--- config.mk ---
export PLATFORM = sky130hd
export DESIGN_NAME = hpq_mem
export DESIGN_NICKNAME = d
export VERILOG_FILES = /design/src/sv/hpq_pkg.sv /design/src/sv/hpq_mem.sv
export SDC_FILE = /design/constraint.sdc
export NUM_CORES = 2
export LEC_CHECK = 0
export BUFFER_PORTS_ARGS = -buffer_cell sky130_fd_sc_hd__buf_4
export CAP_MARGIN = 20
export CORE_AREA = 4 4 379 754
export CTS_CLUSTER_DIAMETER = 30
export DETAILED_ROUTE_END_ITERATION = 16
export DIE_AREA = 0 0 383 758
export HOLD_SLACK_MARGIN = 0.06
export PLACE_DENSITY_LB_ADDON = 0.15
export SYNTH_ARGS = -nofsm -noshare
export SYNTH_HDL_FRONTEND = slang
export SYNTH_SLANG_ARGS = --single-unit
--- constraint.sdc ---
create_clock -name clk -period 10.8 [get_ports clk]
set_input_delay 2.16 -clock clk [delete_from_list [all_inputs] [get_ports clk]]
set_output_delay 2.16 -clock clk [all_outputs]
set_load 0.05 [all_outputs]
--- src/sv/hpq_pkg.sv ---
// Shared types and codes for the max-heap priority queue.
`default_nettype none

package hpq_pkg;

  localparam int unsigned KEY_W = 31;
  localparam int unsigned PAY_W = 32;
  localparam int unsigned OP_W  = 2;
  localparam int unsigned ST_W  = 2;

  // operation codes (input tuser)
  localparam logic [OP_W-1:0] OP_APPEND  = 2'd0;
  localparam logic [OP_W-1:0] OP_BUILD   = 2'd1;
  localparam logic [OP_W-1:0] OP_EXTRACT = 2'd2;

  // status codes (output tuser)
  localparam logic [ST_W-1:0] ST_OK    = 2'd0;
  localparam logic [ST_W-1:0] ST_FULL  = 2'd1;
  localparam logic [ST_W-1:0] ST_EMPTY = 2'd2;

  typedef struct packed {
    logic [PAY_W-1:0] payload;
    logic [KEY_W-1:0] key;
  } entry_t;

  typedef struct packed {
    logic [ST_W-1:0]  status;
    logic [PAY_W-1:0] payload;
    logic [KEY_W-1:0] key;
  } res_t;

endpackage

`default_nettype wire

--- src/sv/hpq_mem.sv ---
// Entry store: one write port, one registered read port.
`default_nettype none

module hpq_mem #(
  parameter int unsigned DEPTH = 64,
  parameter int unsigned AW    = 6
) (
  input  wire logic             clk,
  input  wire logic             we,
  input  wire logic [AW-1:0]    waddr,
  input  wire hpq_pkg::entry_t  wdata,
  input  wire logic [AW-1:0]    raddr,
  output hpq_pkg::entry_t       rdata
);

  hpq_pkg::entry_t mem_r [DEPTH];
  hpq_pkg::entry_t rdata_r;

  always_ff @(posedge clk) begin
    if (we) begin
      mem_r[waddr] <= wdata;
    end
    rdata_r <= mem_r[raddr];
  end

  assign rdata = rdata_r;

endmodule

`default_nettype wire

==> impl_metrics.csv <==
group,metric,value,unit
floorplanning,die_area,290300,um^2
worst_setup_path,worstPathArrival,5.94,ns
cts,clk_latency,0.96,ns
drt,drt-initial-drc-count,9616,
timing,finalMaxSlewViolations,0,
worst_setup_path,path_max_fanout,78,
drt,routedWlPerCell,40.39,um
synth,synth.avg_cell_area,23.39,um^2
cts,cts_buffers,463,
timing,hold_violations,0,
cts,cts_buffer_depth,4,
cells_and_area,area_growth,14.53,%
cts,clkSinkCount,4095,
cts,tritoncts,"yes",
floorplanning,dieHeight,758,um
status,outcome,"completed",
drt,vias,76560,
floorplanning,die_w,383,um
synth,synthFlopType,"edfxtp_1",
timing,relSlewSlack,18.98,%
synth,seq_area_frac_synth,79.80,%
worst_setup_path,crit_path_top_delay_cell,"mux4_2",
place,io_buffers,139,
floorplanning,coreArea,280100,um^2
power,p_per_area,201.6,nW/um^2
cells_and_area,final_cells,11150,
floorplanning,start_util,54.74,%
floorplanning,rows,275,
drt,vias_per_cell,6.866,
global_route,grt_pass1_wl,623200,um
synth,synthArstFlopShare,0,%
cts,clockRootBuffer,"clkbuf_16",
global_route,grt_max_degree,115,
synth,synth_top_cell_by_area,"edfxtp_1",
place,hpwl,251500,um
timing,fin_skew,0.07773,ns
floorplanning,pin_count,140,
power,finalPower,35.40,mW
synth,synth_edf_count,4032,
global_route,grt_pass1_vias,77330,
timing,finalSetupTns,0,ns
worst_hold_path,hold_path.class,"flop to flop",
worst_setup_path,critPathKind,"input port to flop",
worst_setup_path,critical_path.top_delay_family,"buffers and inverters",
drt,drt_wl_total,450400,um
worst_setup_path,max_stage_delay,0.73,ns
synth,synthCells,6555,
place,dp_cells,10270,
synth,synth_cell_type_count,34,
timing,rsz0062_at_grt,"no",
power,power.leakage,54.76,nW
worst_setup_path,path_buf_inv,3,
worst_setup_path,critical_path.startpoint_type,"input port",
synth,synth_seq_cells,4095,
worst_setup_path,r2r-end,"rdata[5]$_DFF_P_",
power,ir_drop,0.0001384,V
synth,yosys.area.top_type_share,78.98,%
synth,synth.area.top_cells,"edfxtp_1, mux4_2, o22ai_1",
timing,period_share,47.15,%
global_route,gr-total-overflow,0,
cells_and_area,final_nets,7077,
timing,setup_viol,0,
cts,ctsHoldBuffers,0,
worst_setup_path,r2r-start,"mem_r[47][5]$_DFFE_PP_",
worst_setup_path,reg2regPathDepth,4,
worst_setup_path,end_kind,"flop",
place,gp_congestion,0.8033,
flow_run,drv_cap,0,
synth,syn_nets,6632,
cts,cts_resized,0,
drt,dr.pass1.iters,5,
timing,fmax,196.4,MHz
worst_setup_path,cp_num_cells,7,
drt,antenna_left,0,
worst_setup_path,required,11.65,ns
drt,drc_errors,0,
worst_setup_path,crit_end,"rdata[5]$_DFF_P_",
synth,yosys_warnings,0,
timing,tightestPinTransition,1.215,ns
cts,cts_setup_buffers,0,
cts,cts.reportedPaths.clkPinSlew,0.06,ns
global_route,track_usage,31.24,%
worst_setup_path,reg2reg_slack,8.66,ns
global_route,antenna_found_initial,18,
cts,htree_levels,5,
place,pre_cts_ws,4.728,ns
synth,synth_area,153300,um^2
timing,setup_ws,5.707,ns
cells_and_area,drive_gt1_share,29.89,%
worst_setup_path,startpoint,"raddr[0]",
timing,period_needed,5.093,ns
cells_and_area,fillers,18840,
worst_setup_path,crit_chain,"buf_16 -> buf_12 -> buf_4 -> mux4_2 -> o22ai_1 -> nor3_1 -> o22a_1",
timing,worst_hold_slack,0.8367,ns
[cells in the final DEF, fill, tap and decap left out, drive strengths merged]
| master | synthesis | routed |
|---|---|---|
| a211oi | 103 | 103 |
| a21oi | 14 | 14 |
| a22oi | 50 | 50 |
| a31oi | 10 | 10 |
| and2 | 3 | 3 |
| buf | 217 | 361 |
| bufinv | 0 | 50 |
| clkbuf | 164 | 506 |
| clkinv | 0 | 164 |
| clkinvlp | 0 | 67 |
| dfxtp | 63 | 63 |
| diode | 0 | 10 |
| edfxtp | 4032 | 4032 |
| inv | 0 | 79 |
| mux2i | 104 | 104 |
| mux4 | 963 | 963 |
| nand2 | 23 | 23 |
| nand2b | 12 | 12 |
| nand3 | 27 | 27 |
| nand3b | 2 | 2 |
| nand4 | 2 | 2 |
| nand4b | 1 | 1 |
| nor2 | 126 | 126 |
| nor2b | 87 | 87 |
| nor3 | 55 | 55 |
| nor4 | 53 | 53 |
| o211a | 10 | 10 |
| o21ai | 10 | 10 |
| o221ai | 63 | 63 |
| o22a | 53 | 53 |
| o22ai | 299 | 299 |
| or2 | 6 | 6 |
| or3 | 2 | 2 |
| or3b | 1 | 1 |
[synthesized netlist by cell type, types with 51 or more instances]
library cell and instances:
a211oi_1 103, buf_2 115, buf_4 51, clkbuf_1 164, dfxtp_1 63, edfxtp_1 4032, mux2i_1 104, mux4_2 963
nor2_1 125, nor2b_1 87, nor3_1 55, nor4_1 53, o221ai_1 63, o22a_1 53, o22ai_1 299
[metrics by stage]
step	util [%]	cell area [um^2]
6_report	62.69	175600
3_3_place_gp	56.96	159500
5_1_grt	62.69	175600
3_5_place_dp	57.00	159600
2_1_floorplan	-	153300
4_1_cts	62.68	175500
[worst min-delay path by stage]
stage / start / to / slack, ns / cells after the start
3_3_place_gp: mem_r[46][27]$_DFFE_PP_ / rdata[27]$_DFF_P_ / 0.82 / 4
4_1_cts: mem_r[46][27]$_DFFE_PP_ / rdata[27]$_DFF_P_ / 0.83 / 4
5_1_grt: mem_r[41][59]$_DFFE_PP_ / rdata[59]$_DFF_P_ / 0.87 / 4
6_report: mem_r[46][27]$_DFFE_PP_ / rdata[27]$_DFF_P_ / 0.84 / 4
3_5_place_dp: mem_r[46][27]$_DFFE_PP_ / rdata[27]$_DFF_P_ / 0.82 / 4
2_1_floorplan: mem_r[1][11]$_DFFE_PP_ / rdata[11]$_DFF_P_ / 0.70 / 5
[area by class of cell]
type | count | area [um^2] | area share (%)
well taps | 3739 | 4678 | 2.664
diodes | 10 | 25.02 | 0.01425
clock inverters | 360 | 3991 | 2.273
repair buffers | 361 | 2970 | 1.692
multi-input cells | 2079 | 29680 | 16.90
clock buffers | 506 | 11910 | 6.780
flip-flops and latches | 4095 | 122300 | 69.67
[state kept, by name, indices dropped and copies added (netlist names)]
name / flops
mem_r: 4032
rdata: 63
[where the power goes]
part	switching (mW)	leakage (nW)	internal (mW)
logic	1.10	10.4	0.549
registers	0.0978	36.8	17.6
clock network	6.72	7.57	9.34
[metal layers]
layer / wire, um / global-route usage [%]
met1: 149600 / 38.51
met2: 234500 / 54.00
met4: 24580 / 14.35
met5: 28 / 0
met3: 41620 / 5.867
[logic make-up (layout without fill, tap and decap cells)]
| logic type | Yosys count | count (layout) | synth area share [%] |
|---|---|---|---|
| other | 0 | 10 | 0 |
| flip-flops | 4095 | 4095 | 79.80 |
| AO/OA/AOI/OAI | 612 | 612 | 2.817 |
| AND/OR/NAND/NOR | 400 | 400 | 1.329 |
| multiplexers | 1067 | 1067 | 14.83 |
| buffers and inverters | 381 | 1227 | 1.230 |
[worst reg2reg max path, delay by kind of cell, from the launching register on]
kind	cells	cell delay (ns)
AND/OR/NAND/NOR	1	0.11
multiplexers	1	0.60
AO/OA/AOI/OAI	2	0.92
flip-flops	1	0.39
No activity file was read; power rests on OpenSTA's default activity.
