$ cat src/sv/hpq_pkg.sv
// Shared types and codes for the max-heap priority queue.
`default_nettype none

package hpq_pkg;

  localparam int unsigned KEY_W = 31;
  localparam int unsigned PAY_W = 32;
  localparam int unsigned OP_W  = 2;
  localparam int unsigned ST_W  = 2;

  // operation codes (input tuser)
  localparam logic [OP_W-1:0] OP_APPEND  = 2'd0;
  localparam logic [OP_W-1:0] OP_BUILD   = 2'd1;
  localparam logic [OP_W-1:0] OP_EXTRACT = 2'd2;

  // status codes (output tuser)
  localparam logic [ST_W-1:0] ST_OK    = 2'd0;
  localparam logic [ST_W-1:0] ST_FULL  = 2'd1;
  localparam logic [ST_W-1:0] ST_EMPTY = 2'd2;

  typedef struct packed {
    logic [PAY_W-1:0] payload;
    logic [KEY_W-1:0] key;
  } entry_t;

  typedef struct packed {
    logic [ST_W-1:0]  status;
    logic [PAY_W-1:0] payload;
    logic [KEY_W-1:0] key;
  } res_t;

endpackage

`default_nettype wire

$ cat src/sv/hpq_ctrl.sv
// Heap sequencer: append, bottom-up build and extract with hole-based sift-down.
`default_nettype none

module hpq_ctrl #(
  parameter int unsigned CAPACITY = 64
) (
  input  wire logic                                clk,
  input  wire logic                                rst_n,
  input  wire logic                                in_vld,
  output logic                                     in_rdy,
  input  wire logic [hpq_pkg::OP_W-1:0]            in_op,
  input  wire hpq_pkg::entry_t                     in_ent,
  output logic                                     res_vld,
  input  wire logic                                res_rdy,
  output hpq_pkg::res_t                            res,
  output logic                                     mem_we,
  output logic [$clog2(CAPACITY)-1:0]              mem_waddr,
  output hpq_pkg::entry_t                          mem_wdata,
  output logic [$clog2(CAPACITY)-1:0]              mem_raddr,
  input  wire hpq_pkg::entry_t                     mem_rdata
);

  localparam int unsigned AW  = $clog2(CAPACITY);
  localparam int unsigned CW  = $clog2(CAPACITY + 1);
  localparam int unsigned CHW = CW + 1;

  typedef enum logic [3:0] {
    S_IDLE, S_EXT_ROOT, S_EXT_LAST, S_BLD_RD, S_BLD_CAP,
    S_SIFT_L, S_SIFT_R, S_SIFT_C, S_FIN
  } state_t;

  state_t                      state_r;
  logic [CW-1:0]               cnt_r;
  logic [CW-1:0]               lim_r;
  logic [AW-1:0]               node_r;
  logic [AW-1:0]               bld_i_r;
  logic [hpq_pkg::OP_W-1:0]    op_r;
  hpq_pkg::entry_t             cur_r;
  hpq_pkg::entry_t             lft_ent_r;
  hpq_pkg::res_t               res_r;

  logic [CHW-1:0]              lft;
  logic [CHW-1:0]              rgt;
  logic [CHW-1:0]              lim_x;
  logic                        lft_out;
  logic                        rgt_ok;
  logic                        go_r;
  logic                        go_l;
  logic                        stay;
  logic                        more;
  logic [hpq_pkg::KEY_W-1:0]   win_key;
  logic [CW-1:0]               last_c;
  logic [CW-1:0]               half_m1;
  logic                        has_room;
  logic [hpq_pkg::ST_W-1:0]    in_status;

  assign lft      = CHW'({node_r, 1'b1});
  assign rgt      = lft + CHW'(1);
  assign lim_x    = CHW'(lim_r);
  assign lft_out  = (lft >= lim_x);
  assign rgt_ok   = (rgt < lim_x);
  // right child is tried first, so it wins on equal keys
  assign go_r     = rgt_ok && (mem_rdata.key > cur_r.key);
  assign win_key  = go_r ? mem_rdata.key : cur_r.key;
  assign go_l     = (lft_ent_r.key > win_key);
  assign stay     = !go_r && !go_l;
  assign more     = (op_r == hpq_pkg::OP_BUILD) && (bld_i_r != '0);
  assign last_c   = cnt_r - CW'(1);
  assign half_m1  = (cnt_r >> 1) - CW'(1);
  assign has_room = (cnt_r < CW'(CAPACITY));

  // status known at acceptance: full append or empty extract
  assign in_status = ((in_op == hpq_pkg::OP_APPEND) && !has_room) ? hpq_pkg::ST_FULL :
                     ((in_op == hpq_pkg::OP_EXTRACT) && (cnt_r == '0)) ? hpq_pkg::ST_EMPTY :
                     hpq_pkg::ST_OK;

  assign in_rdy  = (state_r == S_IDLE);
  assign res_vld = (state_r == S_FIN);
  assign res     = res_r;

  always_comb begin
    mem_we    = 1'b0;
    mem_waddr = node_r;
    mem_wdata = cur_r;
    mem_raddr = '0;
    case (state_r)
      S_IDLE: begin
        if (in_vld && (in_op == hpq_pkg::OP_APPEND) && has_room) begin
          mem_we    = 1'b1;
          mem_waddr = cnt_r[AW-1:0];
          mem_wdata = in_ent;
        end
      end
      S_EXT_ROOT: mem_raddr = last_c[AW-1:0];
      S_BLD_RD:   mem_raddr = bld_i_r;
      S_SIFT_L: begin
        if (lft_out) begin
          mem_we = 1'b1;
        end else begin
          mem_raddr = lft[AW-1:0];
        end
      end
      S_SIFT_R: mem_raddr = rgt[AW-1:0];
      S_SIFT_C: begin
        mem_we = 1'b1;
        if (go_l) begin
          mem_wdata = lft_ent_r;
        end else if (go_r) begin
          mem_wdata = mem_rdata;
        end
      end
      default: ;
    endcase
  end

  always_ff @(posedge clk) begin
    if (!rst_n) begin
      state_r <= S_IDLE;
      cnt_r   <= '0;
    end else begin
      case (state_r)
        S_IDLE: begin
          if (in_vld) begin
            op_r  <= in_op;
            res_r <= '{status: in_status, payload: '0, key: '0};
            case (in_op)
              hpq_pkg::OP_APPEND: begin
                if (has_room) begin
                  cnt_r <= cnt_r + CW'(1);
                end
                state_r <= S_FIN;
              end
              hpq_pkg::OP_BUILD: begin
                if (cnt_r >= CW'(2)) begin
                  bld_i_r <= half_m1[AW-1:0];
                  lim_r   <= cnt_r;
                  state_r <= S_BLD_RD;
                end else begin
                  state_r <= S_FIN;
                end
              end
              hpq_pkg::OP_EXTRACT: begin
                if (cnt_r == '0) begin
                  state_r <= S_FIN;
                end else begin
                  state_r <= S_EXT_ROOT;
                end
              end
              default: state_r <= S_FIN;
            endcase
          end
        end
        S_EXT_ROOT: begin
          res_r   <= '{status: hpq_pkg::ST_OK, payload: mem_rdata.payload,
                       key: mem_rdata.key};
          cnt_r   <= last_c;
          lim_r   <= last_c;
          state_r <= S_EXT_LAST;
        end
        S_EXT_LAST: begin
          cur_r   <= mem_rdata;
          node_r  <= '0;
          state_r <= S_SIFT_L;
        end
        S_BLD_RD: state_r <= S_BLD_CAP;
        S_BLD_CAP: begin
          cur_r   <= mem_rdata;
          node_r  <= bld_i_r;
          state_r <= S_SIFT_L;
        end
        S_SIFT_L: begin
          if (lft_out) begin
            if (more) begin
              bld_i_r <= bld_i_r - AW'(1);
              state_r <= S_BLD_RD;
            end else begin
              state_r <= S_FIN;
            end
          end else begin
            state_r <= S_SIFT_R;
          end
        end
        S_SIFT_R: begin
          lft_ent_r <= mem_rdata;
          state_r   <= S_SIFT_C;
        end
        S_SIFT_C: begin
          if (stay) begin
            if (more) begin
              bld_i_r <= bld_i_r - AW'(1);
              state_r <= S_BLD_RD;
            end else begin
              state_r <= S_FIN;
            end
          end else begin
            node_r  <= go_l ? lft[AW-1:0] : rgt[AW-1:0];
            state_r <= S_SIFT_L;
          end
        end
        S_FIN: begin
          if (res_rdy) begin
            state_r <= S_IDLE;
          end
        end
        default: state_r <= S_IDLE;
      endcase
    end
  end

endmodule

`default_nettype wire

$ cat config.mk
export PLATFORM = sky130hd
export DESIGN_NAME = hpq_ctrl
export DESIGN_NICKNAME = d
export VERILOG_FILES = /design/src/sv/hpq_pkg.sv /design/src/sv/hpq_ctrl.sv
export SDC_FILE = /design/constraint.sdc
export NUM_CORES = 1
export LEC_CHECK = 0
export BUFFER_PORTS_ARGS = -buffer_cell sky130_fd_sc_hd__buf_2
export CORE_MARGIN = 4
export CORE_UTILIZATION = 50
export DETAILED_ROUTE_END_ITERATION = 10
export PLACE_DENSITY = 0.81
export SETUP_SLACK_MARGIN = 0.2
export SLEW_MARGIN = 20
export SYNTH_ARGS = -nofsm -noshare
export SYNTH_HDL_FRONTEND = slang
export SYNTH_SLANG_ARGS = --single-unit
$ cat constraint.sdc
create_clock -name clk -period 9 [get_ports clk]
set_input_delay 1.8 -clock clk [delete_from_list [all_inputs] [get_ports clk]]
set_output_delay 1.8 -clock clk [all_outputs]
set_load 0.05 [all_outputs]
==> metrics.csv <==
metric,value,unit
status,completed,
final_cell_mix,"buf_2, edfxtp_1, and3_1",
cts-root-buf,clkbuf_16,
insertion_delay,0.54,ns
avgSynthCellArea,11.8,um^2
worst_pin_slew,1.05,ns
finalHoldViolCount,0,
area_growth,19.8,%
swShare,0.276,
worstSetupPathType,in2out,
io_buffers,274,
final_cells,1686,
clkPwrFrac,0.394,
die_w,168,um
coreArea,25200,um^2
vdd_drop_max,180,uV
first_global_vias,10200,
wl_per_cell,22.0,um
cts_tree,built,
dieArea,28200,um^2
track_usage,0.254,
cts_sinks,223,
max_slew_margin,0.291,
drc,0,
setup_slack,0.523,ns
grt_overflow_total,0,
syn_area,12800,um^2
synthDistinctLibCells,62,
cts_hold_buf,0,
power.total,2.58,mW
dp_hpwl,25800,um
whs,0.697,ns
place_area,14500,um^2
first_pass_iters,5,
fin_area,15300,um^2
power_frac_comb,0.151,
cp.arrival,6.68,ns
fin_crit_sh,0.942,
clock-skew-final,0.00846,ns
drive_above_1_share,0.298,
period_needed,8.48,ns
cp-start-kind,primary input,
crit_required,7.20,ns
setup_viol,0,
clkTransAtPathRegs,0.06,ns
synth_edf_count,212,
synth_ff_type,edfxtp_1,
hold_path_class,reg2reg,
initial_core_util,0.508,
synth_nets,1306,
htreeDepth,1,
maxSlewViolCount,0,
worstPathMaxFanout,56,
async_reset_ff_frac,0,
ys_seq_area_frac,0.515,
grt_antenna_before_repair,1,
numCtsBuffers,25,
vias_per_cell,6.11,
routed_wl,37100,um
clk_path_buf_depth,3,
post-place-ws,0.363,ns
power_frac_seq,0.455,
endpoint_kind,primary output,
internal-power,1.87,mW
yosys_warnings,0,
p_switching,711,uW
grt_max_degree,68,
rows,58,
fin_nets,1558,
power.leakage,6.76,nW
grt_pass1_wl,58100,um
cap_violations,0,
fin_setup_tns,0,ns
power.density,168,nW/um^2
utilization,0.609,
vias,10300,
grt_setup_unrepaired,false,
die_y,168,um
ios,275,
place_inst,1638,
drt_iter0_markers,1037,
synth_seq_cells,223,
gp_congestion,0.950,
layout.cells.most_common,buf_2,
ant_nets,0,
synthCells,1085,
clock.fmax,0.118,GHz
-- cells in the mapped netlist, types with 36 or more instances --
cell / count / share of area
edfxtp_1: 212 / 0.50
and3_1: 96 / 0.047
ha_1: 89 / 0.087
mux2i_1: 64 / 0.050
o21ai_1: 61 / 0.024
a221oi_2: 57 / 0.067
nand2_1: 56 / 0.016
inv_1: 54 / 0.016
clkbuf_1: 51 / 0.015
a21oi_1: 49 / 0.019
nor3_1: 43 / 0.017
nor2_1: 36 / 0.011
-- power by group through the flow --
stage / Sequential [mW] / Combinational (mW) / Clock (mW)
floorplan: 1.24 / 0.206 / 0
global placement: 1.19 / 0.379 / 0
detailed placement: 1.19 / 0.386 / 0
CTS: 1.17 / 0.387 / 1.03
global route: 1.17 / 0.416 / 1.07
finish: 1.17 / 0.390 / 1.02
-- cells by family after synthesis --
| group | after synthesis | synth area share |
|---|---|---|
| flip-flops | 223 | 0.515 |
| buffers and inverters | 125 | 0.0421 |
| multiplexers | 65 | 0.0509 |
| XOR/XNOR | 29 | 0.0198 |
| adder cells (fa/ha/maj) | 89 | 0.0870 |
| AND/OR/NAND/NOR | 299 | 0.125 |
| AO/OA/AOI/OAI | 255 | 0.160 |
-- registers in the layout (all words and copies together) (netlist names) --
register and flops:
node_r 6, lim_r 7, state_r 4, lft_ent_r 63, cnt_r 7, op_r 2
cur_r 63, res 65, bld_i_r 6
-- per-layer routing --
metal | wire, um | part of all wire | up-vias | GRT usage
met5 | 0 | 0 | - | 0
met4 | 1220 | 0.033 | 0 | 0.0879
met3 | 3580 | 0.096 | 91 | 0.0564
met2 | 17600 | 0.48 | 587 | 0.419
met1 | 14700 | 0.40 | 4928 | 0.333
li1 | - | - | 4698 | -
-- critical path: stages --
cell and delay [ns]:
buf_2 0.14, ha_1 0.32, nand4_1 0.17, nor4_2 0.39, nor3b_1 0.32, a211oi_1 0.17
o21ai_4 0.23, buf_4 0.31, mux2i_1 0.28, ha_1 0.20, nand4_1 0.22, nor4_4 0.46
a22oi_1 0.19, a311o_2 0.49, buf_12 0.21, o21ai_0 0.37, buf_2 0.34
-- layout make-up --
class	instances	area (um^2)
tap	330	413
clock buffer	30	644
clock inverter	15	154
fill	1995	9850
timing repair buffer	295	1580
antenna	1	2.50
multi-input combinational	737	5750
sequential	223	6590
inverter	55	206
-- final timing paths --
kind                                    start            end  slack, ns  depth (start not counted)
worst max-delay path            mem_rdata[29]  mem_wdata[48]       0.52                         17
worst min-delay path                 cnt_r[6]       cnt_r[6]       0.70                          2
worst max register to register      node_r[0]     bld_i_r[4]       3.15                         18
worst min register to register       cnt_r[6]       cnt_r[6]       0.70                          2
-- repair_timing --
item,CTS,global route
resized for setup,0,2
setup endpoints to repair,0,56
setup buffers,0,2
Power figures use the tool's default switching activity.
